File: src/rtl/sdpd_pkg.sv
// sdpd_pkg: widths, register indexes, sequencer states and arithmetic helpers
// for the second-difference peak detector.
// No dependencies; imported by every rtl module of the block.
package sdpd_pkg;

   // default tap spacing limit
   localparam int MAX_LAG_DEF = 64;

   // field widths
   localparam int SAMPLE_W = 13;
   localparam int BASE_W   = 12;
   localparam int GAIN_W   = 16;
   localparam int LAG_W    = 7;
   localparam int ADJ_W    = 10;
   localparam int WLEN_W   = 16;
   localparam int HOLD_W   = 16;
   localparam int IDX_W    = 16;
   localparam int PEAK_W   = 12;

   // configuration port
   localparam int CSR_IDX_W  = 3;
   localparam int CSR_DATA_W = 16;

   // arithmetic widths
   localparam int MUL_W     = 20;
   localparam int PROD_W    = 2 * MUL_W;
   localparam int Y_W       = 18;
   localparam int ACC_W     = 20;
   localparam int GAIN_FRAC = 12;

   // reset values of the registers
   localparam logic [BASE_W-1:0] BASE_RST = 12'd2047;
   localparam logic [GAIN_W-1:0] GAIN_RST = 16'd41;
   localparam logic [LAG_W-1:0]  LAG_RST  = 7'd8;
   localparam logic [ADJ_W-1:0]  ADJ_RST  = 10'd100;
   localparam logic [WLEN_W-1:0] WLEN_RST = 16'd64;
   localparam logic [HOLD_W-1:0] HOLD_RST = 16'd0;

   // peak clamp; values at or above it saturate early
   localparam logic [PEAK_W-1:0] PEAK_LIMIT = 12'd2048;
   // smallest percent product whose quotient by 100 reaches the clamp
   localparam int SAT_THRESH = 204800;
   // reciprocal of 100 for quotients of products below SAT_THRESH
   localparam int RECIP_SHIFT = 25;
   localparam int RECIP_W     = 18;
   localparam logic [MUL_W-1:0] RECIP_100 = 20'd335545;

   // register indexes
   typedef enum logic [CSR_IDX_W-1:0] {
      CSR_BASELINE   = 3'd0,
      CSR_GAIN       = 3'd1,
      CSR_LAG        = 3'd2,
      CSR_ADJUST     = 3'd3,
      CSR_WINDOW_LEN = 3'd4,
      CSR_HOLDOFF    = 3'd5
   } csr_idx_type;

   // sequencer states; the multiplier is loaded in RD_MID, RD_FAR, WR, ADJ and DIV
   typedef enum logic [2:0] {
      ST_IDLE,
      ST_RD_MID,
      ST_RD_FAR,
      ST_WR,
      ST_SUM,
      ST_ADJ,
      ST_DIV,
      ST_UPD
   } state_type;

   // raw sample minus zero line, as a signed multiplier operand
   function automatic logic signed [MUL_W-1:0] base_diff(
      input logic [SAMPLE_W-1:0] x,
      input logic [BASE_W-1:0]   b
   );
      logic [MUL_W-1:0] t;
      t = MUL_W'(x) - MUL_W'(b);
      return $signed(t);
   endfunction

   // gain product over 4096, truncated toward zero
   function automatic logic signed [Y_W-1:0] scale_trunc(
      input logic signed [PROD_W-1:0] p
   );
      logic [PROD_W-1:0] t;
      t = p[PROD_W-1] ? PROD_W'(p) + PROD_W'((1 << GAIN_FRAC) - 1) : PROD_W'(p);
      return $signed(t[Y_W+GAIN_FRAC-1:GAIN_FRAC]);
   endfunction

endpackage

File: src/rtl/sdpd_tap_ram.sv
// sdpd_tap_ram: tap delay line storage, one write and one registered read
// per cycle. Depends on sdpd_pkg for the sample width.
module sdpd_tap_ram #(
   parameter int DEPTH = 2 * sdpd_pkg::MAX_LAG_DEF,
   localparam int ADDR_W = $clog2(DEPTH)
) (
   input  logic                          clock,
   input  logic                          wr_en,
   input  logic [ADDR_W-1:0]             wr_addr,
   input  logic [sdpd_pkg::SAMPLE_W-1:0] wr_data,
   input  logic [ADDR_W-1:0]             rd_addr,
   output logic [sdpd_pkg::SAMPLE_W-1:0] rd_data
);
   import sdpd_pkg::*;

   logic [SAMPLE_W-1:0] mem_ff [DEPTH];
   logic [SAMPLE_W-1:0] rd_data_ff;

   // write port
   always_ff @(posedge clock) begin
      if (wr_en) begin
         mem_ff[wr_addr] <= wr_data;
      end
   end

   // registered read port
   always_ff @(posedge clock) begin
      rd_data_ff <= mem_ff[rd_addr];
   end

   assign rd_data = rd_data_ff;

endmodule

File: src/rtl/sdpd_mul.sv
// sdpd_mul: the shared signed multiplier with its product register.
// Depends on sdpd_pkg for operand and product widths.
module sdpd_mul (
   input  logic                               clock,
   input  logic                               en,
   input  logic signed [sdpd_pkg::MUL_W-1:0]  a,
   input  logic signed [sdpd_pkg::MUL_W-1:0]  b,
   output logic signed [sdpd_pkg::PROD_W-1:0] p
);
   import sdpd_pkg::*;

   logic signed [PROD_W-1:0] prod_ff;
   logic signed [PROD_W-1:0] prod_in;

   assign prod_in = PROD_W'(a) * PROD_W'(b);

   // product register, held while the sequencer waits
   always_ff @(posedge clock) begin
      if (en) begin
         prod_ff <= prod_in;
      end
   end

   assign p = prod_ff;

endmodule

File: src/rtl/second_difference_peak_detector.sv
// Second-difference peak detector: one probe sample per req word, one result
// per completed window on rsp. Depends on sdpd_pkg, sdpd_tap_ram and sdpd_mul.
//
// The block takes a new sample only once the previous one is through: the
// single multiplier runs five products in turn (three gain products, the percent
// product and a reciprocal multiply for the divide by 100). The two
// delayed taps come from a single-read tap RAM, so the two reads and the write
// of the new sample are spread over the same sequence. req_tready is high only
// while the sequencer is idle. A finished window word sits in the rsp register;
// the block keeps working while it waits and only stalls at the end of the next
// window if it has not been taken. Tap RAM contents are never cleared: a record
// start resets the write pointer and the index, and taps are only used once the
// index has passed twice the lag. Configuration words are taken every cycle.
module second_difference_peak_detector #(
   parameter int MAX_LAG = sdpd_pkg::MAX_LAG_DEF
) (
   input  logic                            clock,
   input  logic                            reset,
   // sample in: tdata = sample[12:0], zero fill; tuser = record_start
   input  logic                            req_tvalid,
   output logic                            req_tready,
   input  logic [15:0]                     req_tdata,
   input  logic                            req_tuser,
   // result out: tdata = peak[11:0], window_start[27:12], zero fill
   output logic                            rsp_tvalid,
   input  logic                            rsp_tready,
   output logic [31:0]                     rsp_tdata,
   // register writes
   input  logic                            csr_valid,
   output logic                            csr_ready,
   input  logic [sdpd_pkg::CSR_IDX_W-1:0]  csr_index,
   input  logic [sdpd_pkg::CSR_DATA_W-1:0] csr_data
);
   import sdpd_pkg::*;

   localparam int TAP_DEPTH = 2 * MAX_LAG;
   localparam int PTR_W     = $clog2(TAP_DEPTH);
   localparam int LW        = (LAG_W > PTR_W + 1) ? LAG_W : PTR_W + 1;
   localparam int AW        = LW + 2;

   // configuration registers
   logic [BASE_W-1:0] baseline_ff;
   logic [GAIN_W-1:0] gain_ff;
   logic [LAG_W-1:0]  lag_ff;
   logic [ADJ_W-1:0]  adjust_ff;
   logic [WLEN_W-1:0] window_len_ff;
   logic [HOLD_W-1:0] holdoff_ff;

   // control state
   state_type         state_ff, state_in;
   logic [PTR_W-1:0]  wr_ff, wr_in;
   logic [IDX_W-1:0]  index_ff, index_in;
   logic [WLEN_W-1:0] fill_ff, fill_in;
   logic [PEAK_W-1:0] peak_ff, peak_in;
   logic              rsp_valid_ff, rsp_valid_in;

   // payload
   logic [SAMPLE_W-1:0]     s_ff, s_in;
   logic signed [ACC_W-1:0] acc_ff, acc_in;
   logic                    sat_ff, sat_in;
   logic [31:0]             rsp_data_ff, rsp_data_in;

   // shared unit and tap ram hookup
   logic                     mul_en;
   logic signed [MUL_W-1:0]  mul_a, mul_b;
   logic signed [PROD_W-1:0] mul_p;
   logic                     ram_we;
   logic [PTR_W-1:0]         ram_raddr;
   logic [SAMPLE_W-1:0]      ram_rd;

   // derived values
   logic [LW-1:0]           lag_eff;
   logic [LW:0]             back_far;
   logic [AW-1:0]           mid_sum, far_sum, mid_wrap, far_wrap;
   logic [PTR_W-1:0]        mid_addr, far_addr;
   logic                    lag_zero;
   logic [SAMPLE_W-1:0]     tap_val;
   logic signed [Y_W-1:0]   y_cur;
   logic signed [ACC_W-1:0] y_ext;
   logic [ACC_W-1:0]        mag;
   logic                    early;
   logic [WLEN_W-1:0]       wl_eff, fill_inc;
   logic                    win_end;
   logic [IDX_W-1:0]        win_start;
   logic [PEAK_W-1:0]       v_cur, peak_upd, peak_out;
   logic                    out_free;

   sdpd_mul u_mul (
      .clock (clock),
      .en    (mul_en),
      .a     (mul_a),
      .b     (mul_b),
      .p     (mul_p)
   );

   sdpd_tap_ram #(
      .DEPTH (TAP_DEPTH)
   ) u_tap_ram (
      .clock   (clock),
      .wr_en   (ram_we),
      .wr_addr (wr_ff),
      .wr_data (s_ff),
      .rd_addr (ram_raddr),
      .rd_data (ram_rd)
   );

   // register writes
   always_ff @(posedge clock) begin
      if (reset) begin
         baseline_ff   <= BASE_RST;
         gain_ff       <= GAIN_RST;
         lag_ff        <= LAG_RST;
         adjust_ff     <= ADJ_RST;
         window_len_ff <= WLEN_RST;
         holdoff_ff    <= HOLD_RST;
      end else if (csr_valid) begin
         unique case (csr_index)
            CSR_BASELINE:   baseline_ff   <= csr_data[BASE_W-1:0];
            CSR_GAIN:       gain_ff       <= csr_data[GAIN_W-1:0];
            CSR_LAG:        lag_ff        <= csr_data[LAG_W-1:0];
            CSR_ADJUST:     adjust_ff     <= csr_data[ADJ_W-1:0];
            CSR_WINDOW_LEN: window_len_ff <= csr_data[WLEN_W-1:0];
            CSR_HOLDOFF:    holdoff_ff    <= csr_data[HOLD_W-1:0];
            default: ;
         endcase
      end
   end

   assign csr_ready = 1'b1;

   // tap addresses, lag saturated to MAX_LAG, half the line length
   always_comb begin
      lag_eff  = (LW'(lag_ff) > LW'(MAX_LAG)) ? LW'(MAX_LAG) : LW'(lag_ff);
      back_far = {lag_eff, 1'b0};
      mid_sum  = AW'(wr_ff) + AW'(TAP_DEPTH) - AW'(lag_eff);
      far_sum  = AW'(wr_ff) + AW'(TAP_DEPTH) - AW'(back_far);
      mid_wrap = (mid_sum >= AW'(TAP_DEPTH)) ? mid_sum - AW'(TAP_DEPTH) : mid_sum;
      far_wrap = (far_sum >= AW'(TAP_DEPTH)) ? far_sum - AW'(TAP_DEPTH) : far_sum;
      mid_addr = mid_wrap[PTR_W-1:0];
      far_addr = far_wrap[PTR_W-1:0];
      lag_zero = (lag_eff == '0);
      tap_val  = lag_zero ? s_ff : ram_rd;
   end

   // scaled tap, magnitude and window bookkeeping
   always_comb begin
      y_cur     = scale_trunc(mul_p);
      y_ext     = {{(ACC_W - Y_W){y_cur[Y_W-1]}}, y_cur};
      mag       = acc_ff[ACC_W-1] ? ACC_W'(-acc_ff) : ACC_W'(acc_ff);
      early     = (index_ff < IDX_W'(back_far));
      wl_eff    = (window_len_ff == '0) ? WLEN_W'(1) : window_len_ff;
      fill_inc  = fill_ff + WLEN_W'(1);
      win_end   = (fill_inc >= wl_eff);
      win_start = index_ff - IDX_W'(fill_ff);
      v_cur     = sat_ff ? PEAK_LIMIT : mul_p[RECIP_SHIFT+PEAK_W-1:RECIP_SHIFT];
      if (early) begin
         peak_upd = '0;
      end else begin
         peak_upd = (v_cur > peak_ff) ? v_cur : peak_ff;
      end
      peak_out  = (win_start < holdoff_ff) ? '0 : peak_upd;
      out_free  = !rsp_valid_ff || rsp_tready;
   end

   // sequencer state register
   always_ff @(posedge clock) begin
      if (reset) begin
         state_ff     <= ST_IDLE;
         wr_ff        <= '0;
         index_ff     <= '0;
         fill_ff      <= '0;
         peak_ff      <= '0;
         rsp_valid_ff <= 1'b0;
      end else begin
         state_ff     <= state_in;
         wr_ff        <= wr_in;
         index_ff     <= index_in;
         fill_ff      <= fill_in;
         peak_ff      <= peak_in;
         rsp_valid_ff <= rsp_valid_in;
      end
   end

   // payload registers
   always_ff @(posedge clock) begin
      s_ff        <= s_in;
      acc_ff      <= acc_in;
      sat_ff      <= sat_in;
      rsp_data_ff <= rsp_data_in;
   end

   // sequencer: next state, multiplier operands, ram control
   always_comb begin
      state_in     = state_ff;
      wr_in        = wr_ff;
      index_in     = index_ff;
      fill_in      = fill_ff;
      peak_in      = peak_ff;
      rsp_valid_in = rsp_valid_ff && !rsp_tready;
      rsp_data_in  = rsp_data_ff;
      s_in         = s_ff;
      acc_in       = acc_ff;
      sat_in       = sat_ff;
      mul_en       = 1'b1;
      mul_a        = '0;
      mul_b        = '0;
      ram_we       = 1'b0;
      ram_raddr    = mid_addr;
      req_tready   = 1'b0;

      unique case (state_ff)
         ST_IDLE: begin
            req_tready = 1'b1;
            if (req_tvalid) begin
               s_in = req_tdata[SAMPLE_W-1:0];
               // record start drops the partial window and restarts the line
               if (req_tuser) begin
                  wr_in    = '0;
                  index_in = '0;
                  fill_in  = '0;
                  peak_in  = '0;
               end
               state_in = ST_RD_MID;
            end
         end
         ST_RD_MID: begin
            ram_raddr = mid_addr;
            mul_a     = base_diff(s_ff, baseline_ff);
            mul_b     = $signed(MUL_W'(gain_ff));
            state_in  = ST_RD_FAR;
         end
         ST_RD_FAR: begin
            ram_raddr = far_addr;
            mul_a     = base_diff(tap_val, baseline_ff);
            mul_b     = $signed(MUL_W'(gain_ff));
            acc_in    = y_ext;
            state_in  = ST_WR;
         end
         ST_WR: begin
            // far tap was read last cycle, the slot is free to overwrite
            ram_we   = 1'b1;
            wr_in    = (wr_ff == PTR_W'(TAP_DEPTH - 1)) ? '0 : wr_ff + PTR_W'(1);
            mul_a    = base_diff(tap_val, baseline_ff);
            mul_b    = $signed(MUL_W'(gain_ff));
            acc_in   = acc_ff - (y_ext <<< 1);
            state_in = ST_SUM;
         end
         ST_SUM: begin
            acc_in   = acc_ff + y_ext;
            state_in = ST_ADJ;
         end
         ST_ADJ: begin
            mul_a    = $signed(MUL_W'(mag));
            mul_b    = $signed(MUL_W'(adjust_ff));
            state_in = ST_DIV;
         end
         ST_DIV: begin
            // quotient by 100 is exact through the reciprocal below the clamp
            sat_in   = (mul_p >= PROD_W'(SAT_THRESH));
            mul_a    = $signed(MUL_W'(mul_p[RECIP_W-1:0]));
            mul_b    = $signed(RECIP_100);
            state_in = ST_UPD;
         end
         ST_UPD: begin
            mul_en = 1'b0;
            if (!win_end || out_free) begin
               index_in = index_ff + IDX_W'(1);
               if (win_end) begin
                  rsp_valid_in = 1'b1;
                  rsp_data_in  = {4'b0, win_start, peak_out};
                  peak_in      = '0;
                  fill_in      = '0;
               end else begin
                  peak_in = peak_upd;
                  fill_in = fill_inc;
               end
               state_in = ST_IDLE;
            end
         end
         default: state_in = ST_IDLE;
      endcase
   end

   assign rsp_tvalid = rsp_valid_ff;
   assign rsp_tdata  = rsp_data_ff;

endmodule

File: config.mk
export PLATFORM = sky130hd
export DESIGN_NAME = second_difference_peak_detector
export DESIGN_NICKNAME = d
export VERILOG_FILES = /design/src/rtl/sdpd_pkg.sv /design/src/rtl/sdpd_tap_ram.sv /design/src/rtl/sdpd_mul.sv /design/src/rtl/second_difference_peak_detector.sv
export SDC_FILE = /design/constraint.sdc
export NUM_CORES = 2
export LEC_CHECK = 0
export BUFFER_PORTS_ARGS = -buffer_cell sky130_fd_sc_hd__buf_4
export CORE_AREA = 8 8 528 374
export DETAILED_ROUTE_END_ITERATION = 6
export DIE_AREA = 0 0 536 382
export PLACE_DENSITY = 0.76
export SYNTH_ARGS = -nofsm -noshare
export SYNTH_HDL_FRONTEND = slang
export SYNTH_SLANG_ARGS = --single-unit
File: constraint.sdc
create_clock -name clock -period 12.7 [get_ports clock]
set_input_delay 0.635 -clock clock [delete_from_list [all_inputs] [get_ports clock]]
set_output_delay 0.635 -clock clock [all_outputs]
set_load 0.005 [all_outputs]
; Yosys cells after proc, flatten, opt, wreduce, memory -nomap -nowiden
; Memories as Yosys holds them, arrays and structs flattened. A register that Yosys moved wholly into a read port is not among the register bits.
; Index checks and enable logic that the tools add are counted.
[word_totals]
reg_bits = 234
ram_bits = 1664
inputBits = 41
out_inout_bits = 35
wordCells = 125
mem_count = 1
[mem_list]
columns = name, depth, word_bits, rd, rd_ports_with_merged_regs, write_ports, line_no
row1 = u_tap_ram.mem_ff, 128, 13, 1, 1, 1, sdpd_tap_ram.sv:16  ; logic [SAMPLE_W-1:0] mem_ff [DEPTH];
[op_classes]
addsub = 15
mul = 1
n_lt_le_gt_ge = 8
eq_ne = 16
mux = 40
reduce_logical = 26
[op_table]
columns = operator, count
row1 = 16-bit two-way mux, 6
row2 = 12-bit two-way mux, 7
row3 = 20-bit one-hot mux with 4 select lines, 1
row4 = 16-bit one-hot mux with 2 select lines, 2
row5 = 20-bit one-hot mux with 3 select lines, 1
row6 = 19-bit one-hot mux with 3 select lines, 1
row7 = 7-bit two-way mux, 7
row8 = "40-bit by 19-bit >= comparator with 1-bit output, second input constant", 1
row9 = 20-bit by 20-bit multiplier with 40-bit output, 1
row10 = "16-bit by 1-bit adder with 16-bit output, second input constant", 2
row11 = "30-bit by 13-bit adder with 30-bit output, second input constant", 1
row12 = 30-bit two-way mux, 1
row13 = 13-bit by 12-bit subtractor with 14-bit output, 2
row14 = 12-bit one-hot mux with 2 select lines, 1
row15 = 3-bit one-hot mux with 8 select lines, 1
row16 = 20-bit by 18-bit adder with 20-bit output, 1
row17 = "10-bit by 8-bit >= comparator with 1-bit output, second input constant", 2
row18 = 20-bit two-way mux, 1
row19 = 20-bit negator, 1
row20 = 20-bit by 19-bit subtractor with 20-bit output, 1
row21 = "3-bit == test, second input constant", 6
row22 = 16-bit >= comparator, 1
row23 = 16-bit zero test, 1
row24 = 16-bit < comparator, 1
row25 = other kinds (29), 56

; Depth between registers and ports, before layout
[logic_depth]
depth_word = 7
ltp_mapped = 43
mapped_depth_nobuf = 42

; Modules after synthesis
; A second synthesis with hierarchy kept.
[unflattened]
hier_cells = 6108
area_unflattened_um2 = 95311.4
[by_module_without_submodules]
columns = mod, instances, cells_per_inst, area_per_inst_um2, seq_area_each_um2
row1 = sdpd_tap_ram, 1, 2542, 63952.6, 50228.2
row2 = sdpd_mul, 1, 1753, 16543.4, 1201.2
row3 = second_difference_peak_detector, 1, 1813, 14815.5, 4504.3

; Worst setup path before layout
; Ideal clock, no wire load.
[synth_timing]
kind = register to register
startpoint = register s_ff[1]
endpoint = register u_mul.prod_ff[36] (netlist: u_mul.p[36]) (data pin)
setup_time_ps = 258
arrival_ps = 10391
required_time_ps = 12442
path_slack_ps = 2051
path_stages_with_launch = 35
path_buffers = 2
period_less_slack_ps = 10649
cell_sequence = edfxtp_1 -> mux2_2 -> ha_1 -> nor2b_1 -> o21ai_0 -> a21oi_1 -> o21ai_0 -> a211oi_1 -> o311ai_0 -> a22oi_1 -> clkbuf_1 -> nand2_1 -> clkbuf_1 -> nand2_1 -> fa_1 -> fa_1 -> fa_1 -> inv_1 -> fa_1 -> fa_1 -> fa_1 -> inv_1 -> fa_1 -> inv_1 -> ha_1 -> a21o_1 -> a21o_1 -> a21o_1 -> o2bb2ai_1 -> or3_1 -> a221o_1 -> a21oi_2 -> o311ai_1 -> a21oi_1 -> xnor2_1
[synth_via]
elab_chain_cells = 4
word_cells_on_any_way = 5
cone_classes = 2 x add/sub / 1 x mul / 2 x mux
[synth_rtl]
columns = element, line_no
row1 = from (decl), second_difference_peak_detector.sv:58  ; logic [SAMPLE_W-1:0] s_ff, s_in;
row2 = from (signal assigned), second_difference_peak_detector.sv:186  ; s_ff <= s_in;
row3 = 13-bit two-way mux, second_difference_peak_detector.sv:142  ; tap_val = lag_zero ? s_ff : ram_rd;
row4 = 13-bit by 12-bit subtractor with 14-bit output, sdpd_pkg.sv:76  ; t = MUL_W'(x) - MUL_W'(b);
row5 = 20-bit one-hot mux with 4 select lines *, second_difference_peak_detector.sv:211  ; unique case (state_ff)
row6 = 20-bit by 20-bit multiplier with 40-bit output *, sdpd_mul.sv:15  ; assign prod_in = PROD_W'(a) * PROD_W'(b);
row7 = via u_mul.prod_in[36], sdpd_mul.sv:13  ; logic signed [PROD_W-1:0] prod_in;
row8 = to (signal assigned), sdpd_mul.sv:20  ; prod_ff <= prod_in;
row9 = to (decl), sdpd_mul.sv:12  ; logic signed [PROD_W-1:0] prod_ff;
; The timed path passes the listed nets; every way through them passes the cells marked *.
; A chain may end at the register's enable or synchronous reset.

; Worst setup path in the final report
[layout_timing]
startpoint = register lag_ff[3]
endpoint = register u_mul.prod_ff[38] (netlist: u_mul.p[38]) (data pin)
[layout_via]
elab_chain_cells = 7
[layout_rtl]
columns = element, line_no
row1 = from (decl), second_difference_peak_detector.sv:44  ; logic [LAG_W-1:0] lag_ff;
row2 = from (signal assigned), second_difference_peak_detector.sv:120  ; CSR_LAG: lag_ff <= csr_data[LAG_W-1:0];
row3 = 7-bit > comparator, second_difference_peak_detector.sv:133  ; lag_eff = (LW'(lag_ff) > LW'(MAX_LAG)) ? LW'(MAX_LAG) : LW'(lag_ff);
row4 = 7-bit two-way mux *, second_difference_peak_detector.sv:133
row5 = 8-bit zero test *, second_difference_peak_detector.sv:141  ; lag_zero = (lag_eff == '0);
row6 = 13-bit two-way mux *, second_difference_peak_detector.sv:142
row7 = 13-bit by 12-bit subtractor with 14-bit output *, sdpd_pkg.sv:76
row8 = 20-bit one-hot mux with 4 select lines *, second_difference_peak_detector.sv:211
row9 = 20-bit by 20-bit multiplier with 40-bit output *, sdpd_mul.sv:15
row10 = via u_mul.prod_in[38], sdpd_mul.sv:13
; Marks and branches as above.

==> impl_metrics.csv <==
group,metric,value,unit
status,outcome,"completed",
timing,setup-tns-final,0,ns
worst_setup_path,critPathBufInv,4,
floorplan,floorplan.die.width,536,um
timing,max_clock_freq,88.7,MHz
finish,antenna_cells,0,
grt,first_pass_grt_wire_length,368000,um
grt,pin_count_of_the_biggest_net_entering_global_routing,144,
route,drt_iter0_markers,8121,
hold_path,min-delay-path-class,"in2reg",
finish,sequential_cell_area,55900,um^2
placed_design,hpwlAfterDp,161000,um
placed_design,place_ws,1.54,ns
cts,cts-root-buf,"clkbuf_16",
cts,path_clk_slew,0.06,ns
route,vias_per_cell,6.10,
power,vdd_drop_max,0.000118,V
cts,cts_tree,"yes",
grt,globalRoute.totalOverflow,0,
finish,filler_cell_count,14700,
job,count_of_max_cap_constraint_violations,0,
timing,worst_pin_slew,1.40,ns
worst_setup_path,crit_start,"lag_ff[3]",
logic_synthesis,synthesis.area,93900,um^2
floorplan,pin_count,76,
timing,timing_max_transition_violations_final,0,
route,avgRoutedWirePerCell,25.7,um
route,first_pass_iters,6,
logic_synthesis,flops_latches_synth,1911,
logic_synthesis,post_synth_edffs,1766,
worst_setup_path,critPathSlowestCell,"o21ai_1",
route,vias,58800,
timing,fin_crit_sh,88.8,%
hold_path,min-delay-start,"req_tdata[11]",
power,leak_pwr,38.1,nW
cts,worst_skew_pair_later_pin_latency,0.87,ns
worst_setup_path,max_stage_delay,0.71,ns
worst_setup_path,critical-path-top-delay-family,"adder cells",
route,drc_violations_left,0,
logic_synthesis,synth_warnings,0,
timing,period_needed,11.28,ns
floorplan,fp.dieH,382,um
route,drtAntennaViolNets,0,
timing,setup_slack,1.42,ns
power,power.density_cell_area,152,nW/um^2
grt,number_of_global_route_vias_before_repair,57800,
placed_design,place.port_buffers,67,
logic_synthesis,yosysUniqueCellTypes,84,
finish,nNetsFinal,7660,
logic_synthesis,synth_sequential_area_ratio,59.6,%
cts,numCtsBuffers,181,
logic_synthesis,netlist_instances,6833,
floorplan,core-area,189000,um^2
grt,globalRouteTotalUtil,23.7,%
finish,area_delta_synth_final,10.4,%
timing,setup_viol_count_final,0,
floorplan,initial_utilization,49.6,%
cts,postCtsHoldBufs,11,
cts,cts_htree_levels,4,
logic_synthesis,share_of_synthesized_flip_flops_with_an_asynchronous_set_or_reset,0,%
finish,area_occupied_by_multi_input_gates,34500,um^2
worst_setup_path,cp_data_required_time,13.27,ns
floorplan,fp-row-count,134,
worst_setup_path,worst_setup_path_start_kind,"flip-flop",
worst_setup_path,critPathMostFrequentCell,"fa_1",
worst_setup_path,worst-endpoint-arrival,11.85,ns
cts,clockBufferDepth,4,
cts,clock_sinks,1911,
worst_setup_path,worst_setup_path_end_kind,"flip-flop",
timing,timing.clock.skew,0.0740,ns
route,final_wirelength,247000,um
timing,setup_repair_after_global_routing_missed_its_margin,"false",
grt,antenna_found_initial,7,
cts,cts_setup_buffers,0,
logic_synthesis,synth_area_per_cell,13.7,um^2
timing,final_report_hold_violation_count,0,
worst_setup_path,critical_path.reg2reg.startpoint,"lag_ff[3]",
floorplan,fp.dieArea,205000,um^2
logic_synthesis,synthFlopType,"edfxtp_1",
cts,ctsResizeCount,0,
worst_setup_path,setup.worst_path.class,"reg2reg",
timing,timing.slew.headroom,6.29,%
finish,final_layout_size_suffix_gt1_share,12.4,%
finish,finish.utilization,54.8,%
placed_design,placer_s_final_routability_congestion_estimate,0.961,
worst_setup_path,crit_path_max_fanout,14,
[worst reg2reg max path: cells and delay by family (launching register included)]
| family | cells | cell delay (ns) |
|---|---|---|
| AND/OR/NAND/NOR | 5 | 1.72 |
| buffers and inverters | 4 | 0.21 |
| flip-flops | 1 | 0.33 |
| XOR/XNOR | 2 | 0.28 |
| adder cells (fa/ha/maj) | 10 | 4.43 |
| AO/OA/AOI/OAI | 16 | 4.06 |
[registers in the layout, summed over array words and instances, names as in the netlist]
signal             count
holdoff_ff            16
rsp_tdata             28
rsp_tvalid             1
u_tap_ram.rd_data     13
adjust_ff             10
u_tap_ram.mem_ff    1664
index_ff              16
gain_ff               16
state_ff               3
s_ff                  13
baseline_ff           12
peak_ff               12
window_len_ff         16
acc_ff                20
fill_ff               16
lag_ff                 7
u_mul.p               40
sat_ff                 1
wr_ff                  7
[per-layer routing]
layer	up-vias	GRT usage [%]	share of wire, %
met3	465	8.07	14
met4	2	6.35	2.8
met2	3589	33.9	43
met1	29700	34.7	41
met5	-	0	0.0053
li1	25000	-	-
[placed cells by master (no fill, tap or decap), types with 38 or more instances in the layout]
| master | n |
|---|---|
| a21o_1 | 59 |
| a21oi_1 | 222 |
| a31oi_1 | 65 |
| and2_1 | 45 |
| and3_1 | 77 |
| buf_4 | 258 |
| clkbuf_1 | 38 |
| clkbuf_16 | 187 |
| dfxtp_1 | 145 |
| edfxtp_1 | 1766 |
| fa_1 | 385 |
| ha_1 | 249 |
| inv_1 | 599 |
| mux2i_1 | 112 |
| mux4_2 | 312 |
| nand2_1 | 961 |
| nand3_1 | 229 |
| nand4_1 | 46 |
| nor2_1 | 393 |
| nor2b_1 | 48 |
| nor3_1 | 45 |
| o21ai_0 | 104 |
| o221ai_1 | 38 |
| o22ai_1 | 54 |
| o31ai_1 | 38 |
| xnor2_1 | 118 |
| xor2_1 | 47 |
[cell type report]
cell class / count / area share, %
flip-flops and latches: 1911 / 54.0
inverters: 601 / 2.18
repair buffers: 275 / 2.09
multi-input cells: 4015 / 33.3
clock buffers: 226 / 4.66
well taps: 2516 / 3.04
clock inverters: 93 / 0.774
[cells by family (layout without fill, tap and decap cells)]
family | count (synthesis) | after routing | synth area share [%]
DFF | 1911 | 1911 | 59.6
buffers and inverters | 915 | 1195 | 3.86
adders and majority gates | 634 | 634 | 11.5
muxes | 435 | 435 | 8.81
xor gates and xnor gates | 167 | 167 | 1.57
AOI/OAI and AO/OA | 787 | 787 | 5.41
other | 2 | 10 | 0.00800
and+or+nand+nor | 1982 | 1982 | 9.27
[where the power goes]
group	switching (mW)	total (mW)	leakage [nW]	internal [mW]
combinational	2.09	3.27	18.2	1.18
sequential	0.134	7.19	17.2	7.06
clock	2.31	5.26	2.75	2.95
[synthesized netlist by cell type, types with 7 or more instances]
cell type	instances	area [um^2]
a21o_1	60	450
buf_2	97	485
edfxtp_1	1766	53000
o21ai_0	107	536
or2_2	15	93.8
mux4_2	312	7030
xor2_1	47	412
buf_1	13	48.8
buf_4	17	128
nor3_1	46	230
a211oi_1	30	225
o31ai_1	38	285
a41oi_1	7	61.3
nand2_1	962	3610
o21a_1	15	113
ha_1	249	3120
o221ai_1	39	342
o21bai_1	21	158
nor2b_1	49	307
o21ai_1	11	55.1
a211o_1	8	70.1
o22ai_1	54	338
o211ai_1	17	128
mux2_2	11	124
fa_1	385	7710
nand4_1	46	288
a22o_1	12	105
inv_1	599	2250
o41ai_1	7	61.3
clkbuf_1	185	694
or3_1	18	113
a21oi_1	222	1110
dfxtp_1	145	2900
a31oi_1	65	407
mux2i_1	112	1120
and3_1	77	482
nor4_1	33	206
nor2_1	401	1510
nand3_1	229	1150
nand2b_1	37	231
and2_1	45	282
xnor2_1	119	1040
a22oi_1	28	210
[stage by stage]
| step | power [mW] | std cells | hold slack (ns) | cell area (um^2) |
|---|---|---|---|---|
| after global routing | 16.3 | 9637 | 0.0290 | 104000 |
| final | 15.7 | 9637 | 0.0577 | 104000 |
| after floorplan | 9.48 | 6841 | 0.432 | 94000 |
| after detailed placement | 10.5 | 9307 | 0.448 | 97900 |
| after CTS | 15.7 | 9637 | 0.0121 | 104000 |
| after global placement | 10.4 | 9307 | 0.439 | 97900 |
[final timing paths]
| path | to | slack, ns | cells after the start |
|---|---|---|---|
| setup / recovery | u_mul.p[38] | 1.42 | 37 |
| hold / removal | s_ff[11] | 0.06 | 1 |
| hold reg to reg | holdoff_ff[15] | 0.46 | 2 |
| setup reg to reg | u_mul.p[38] | 1.42 | 37 |
Note: power is estimated with default switching activity, not from simulation.
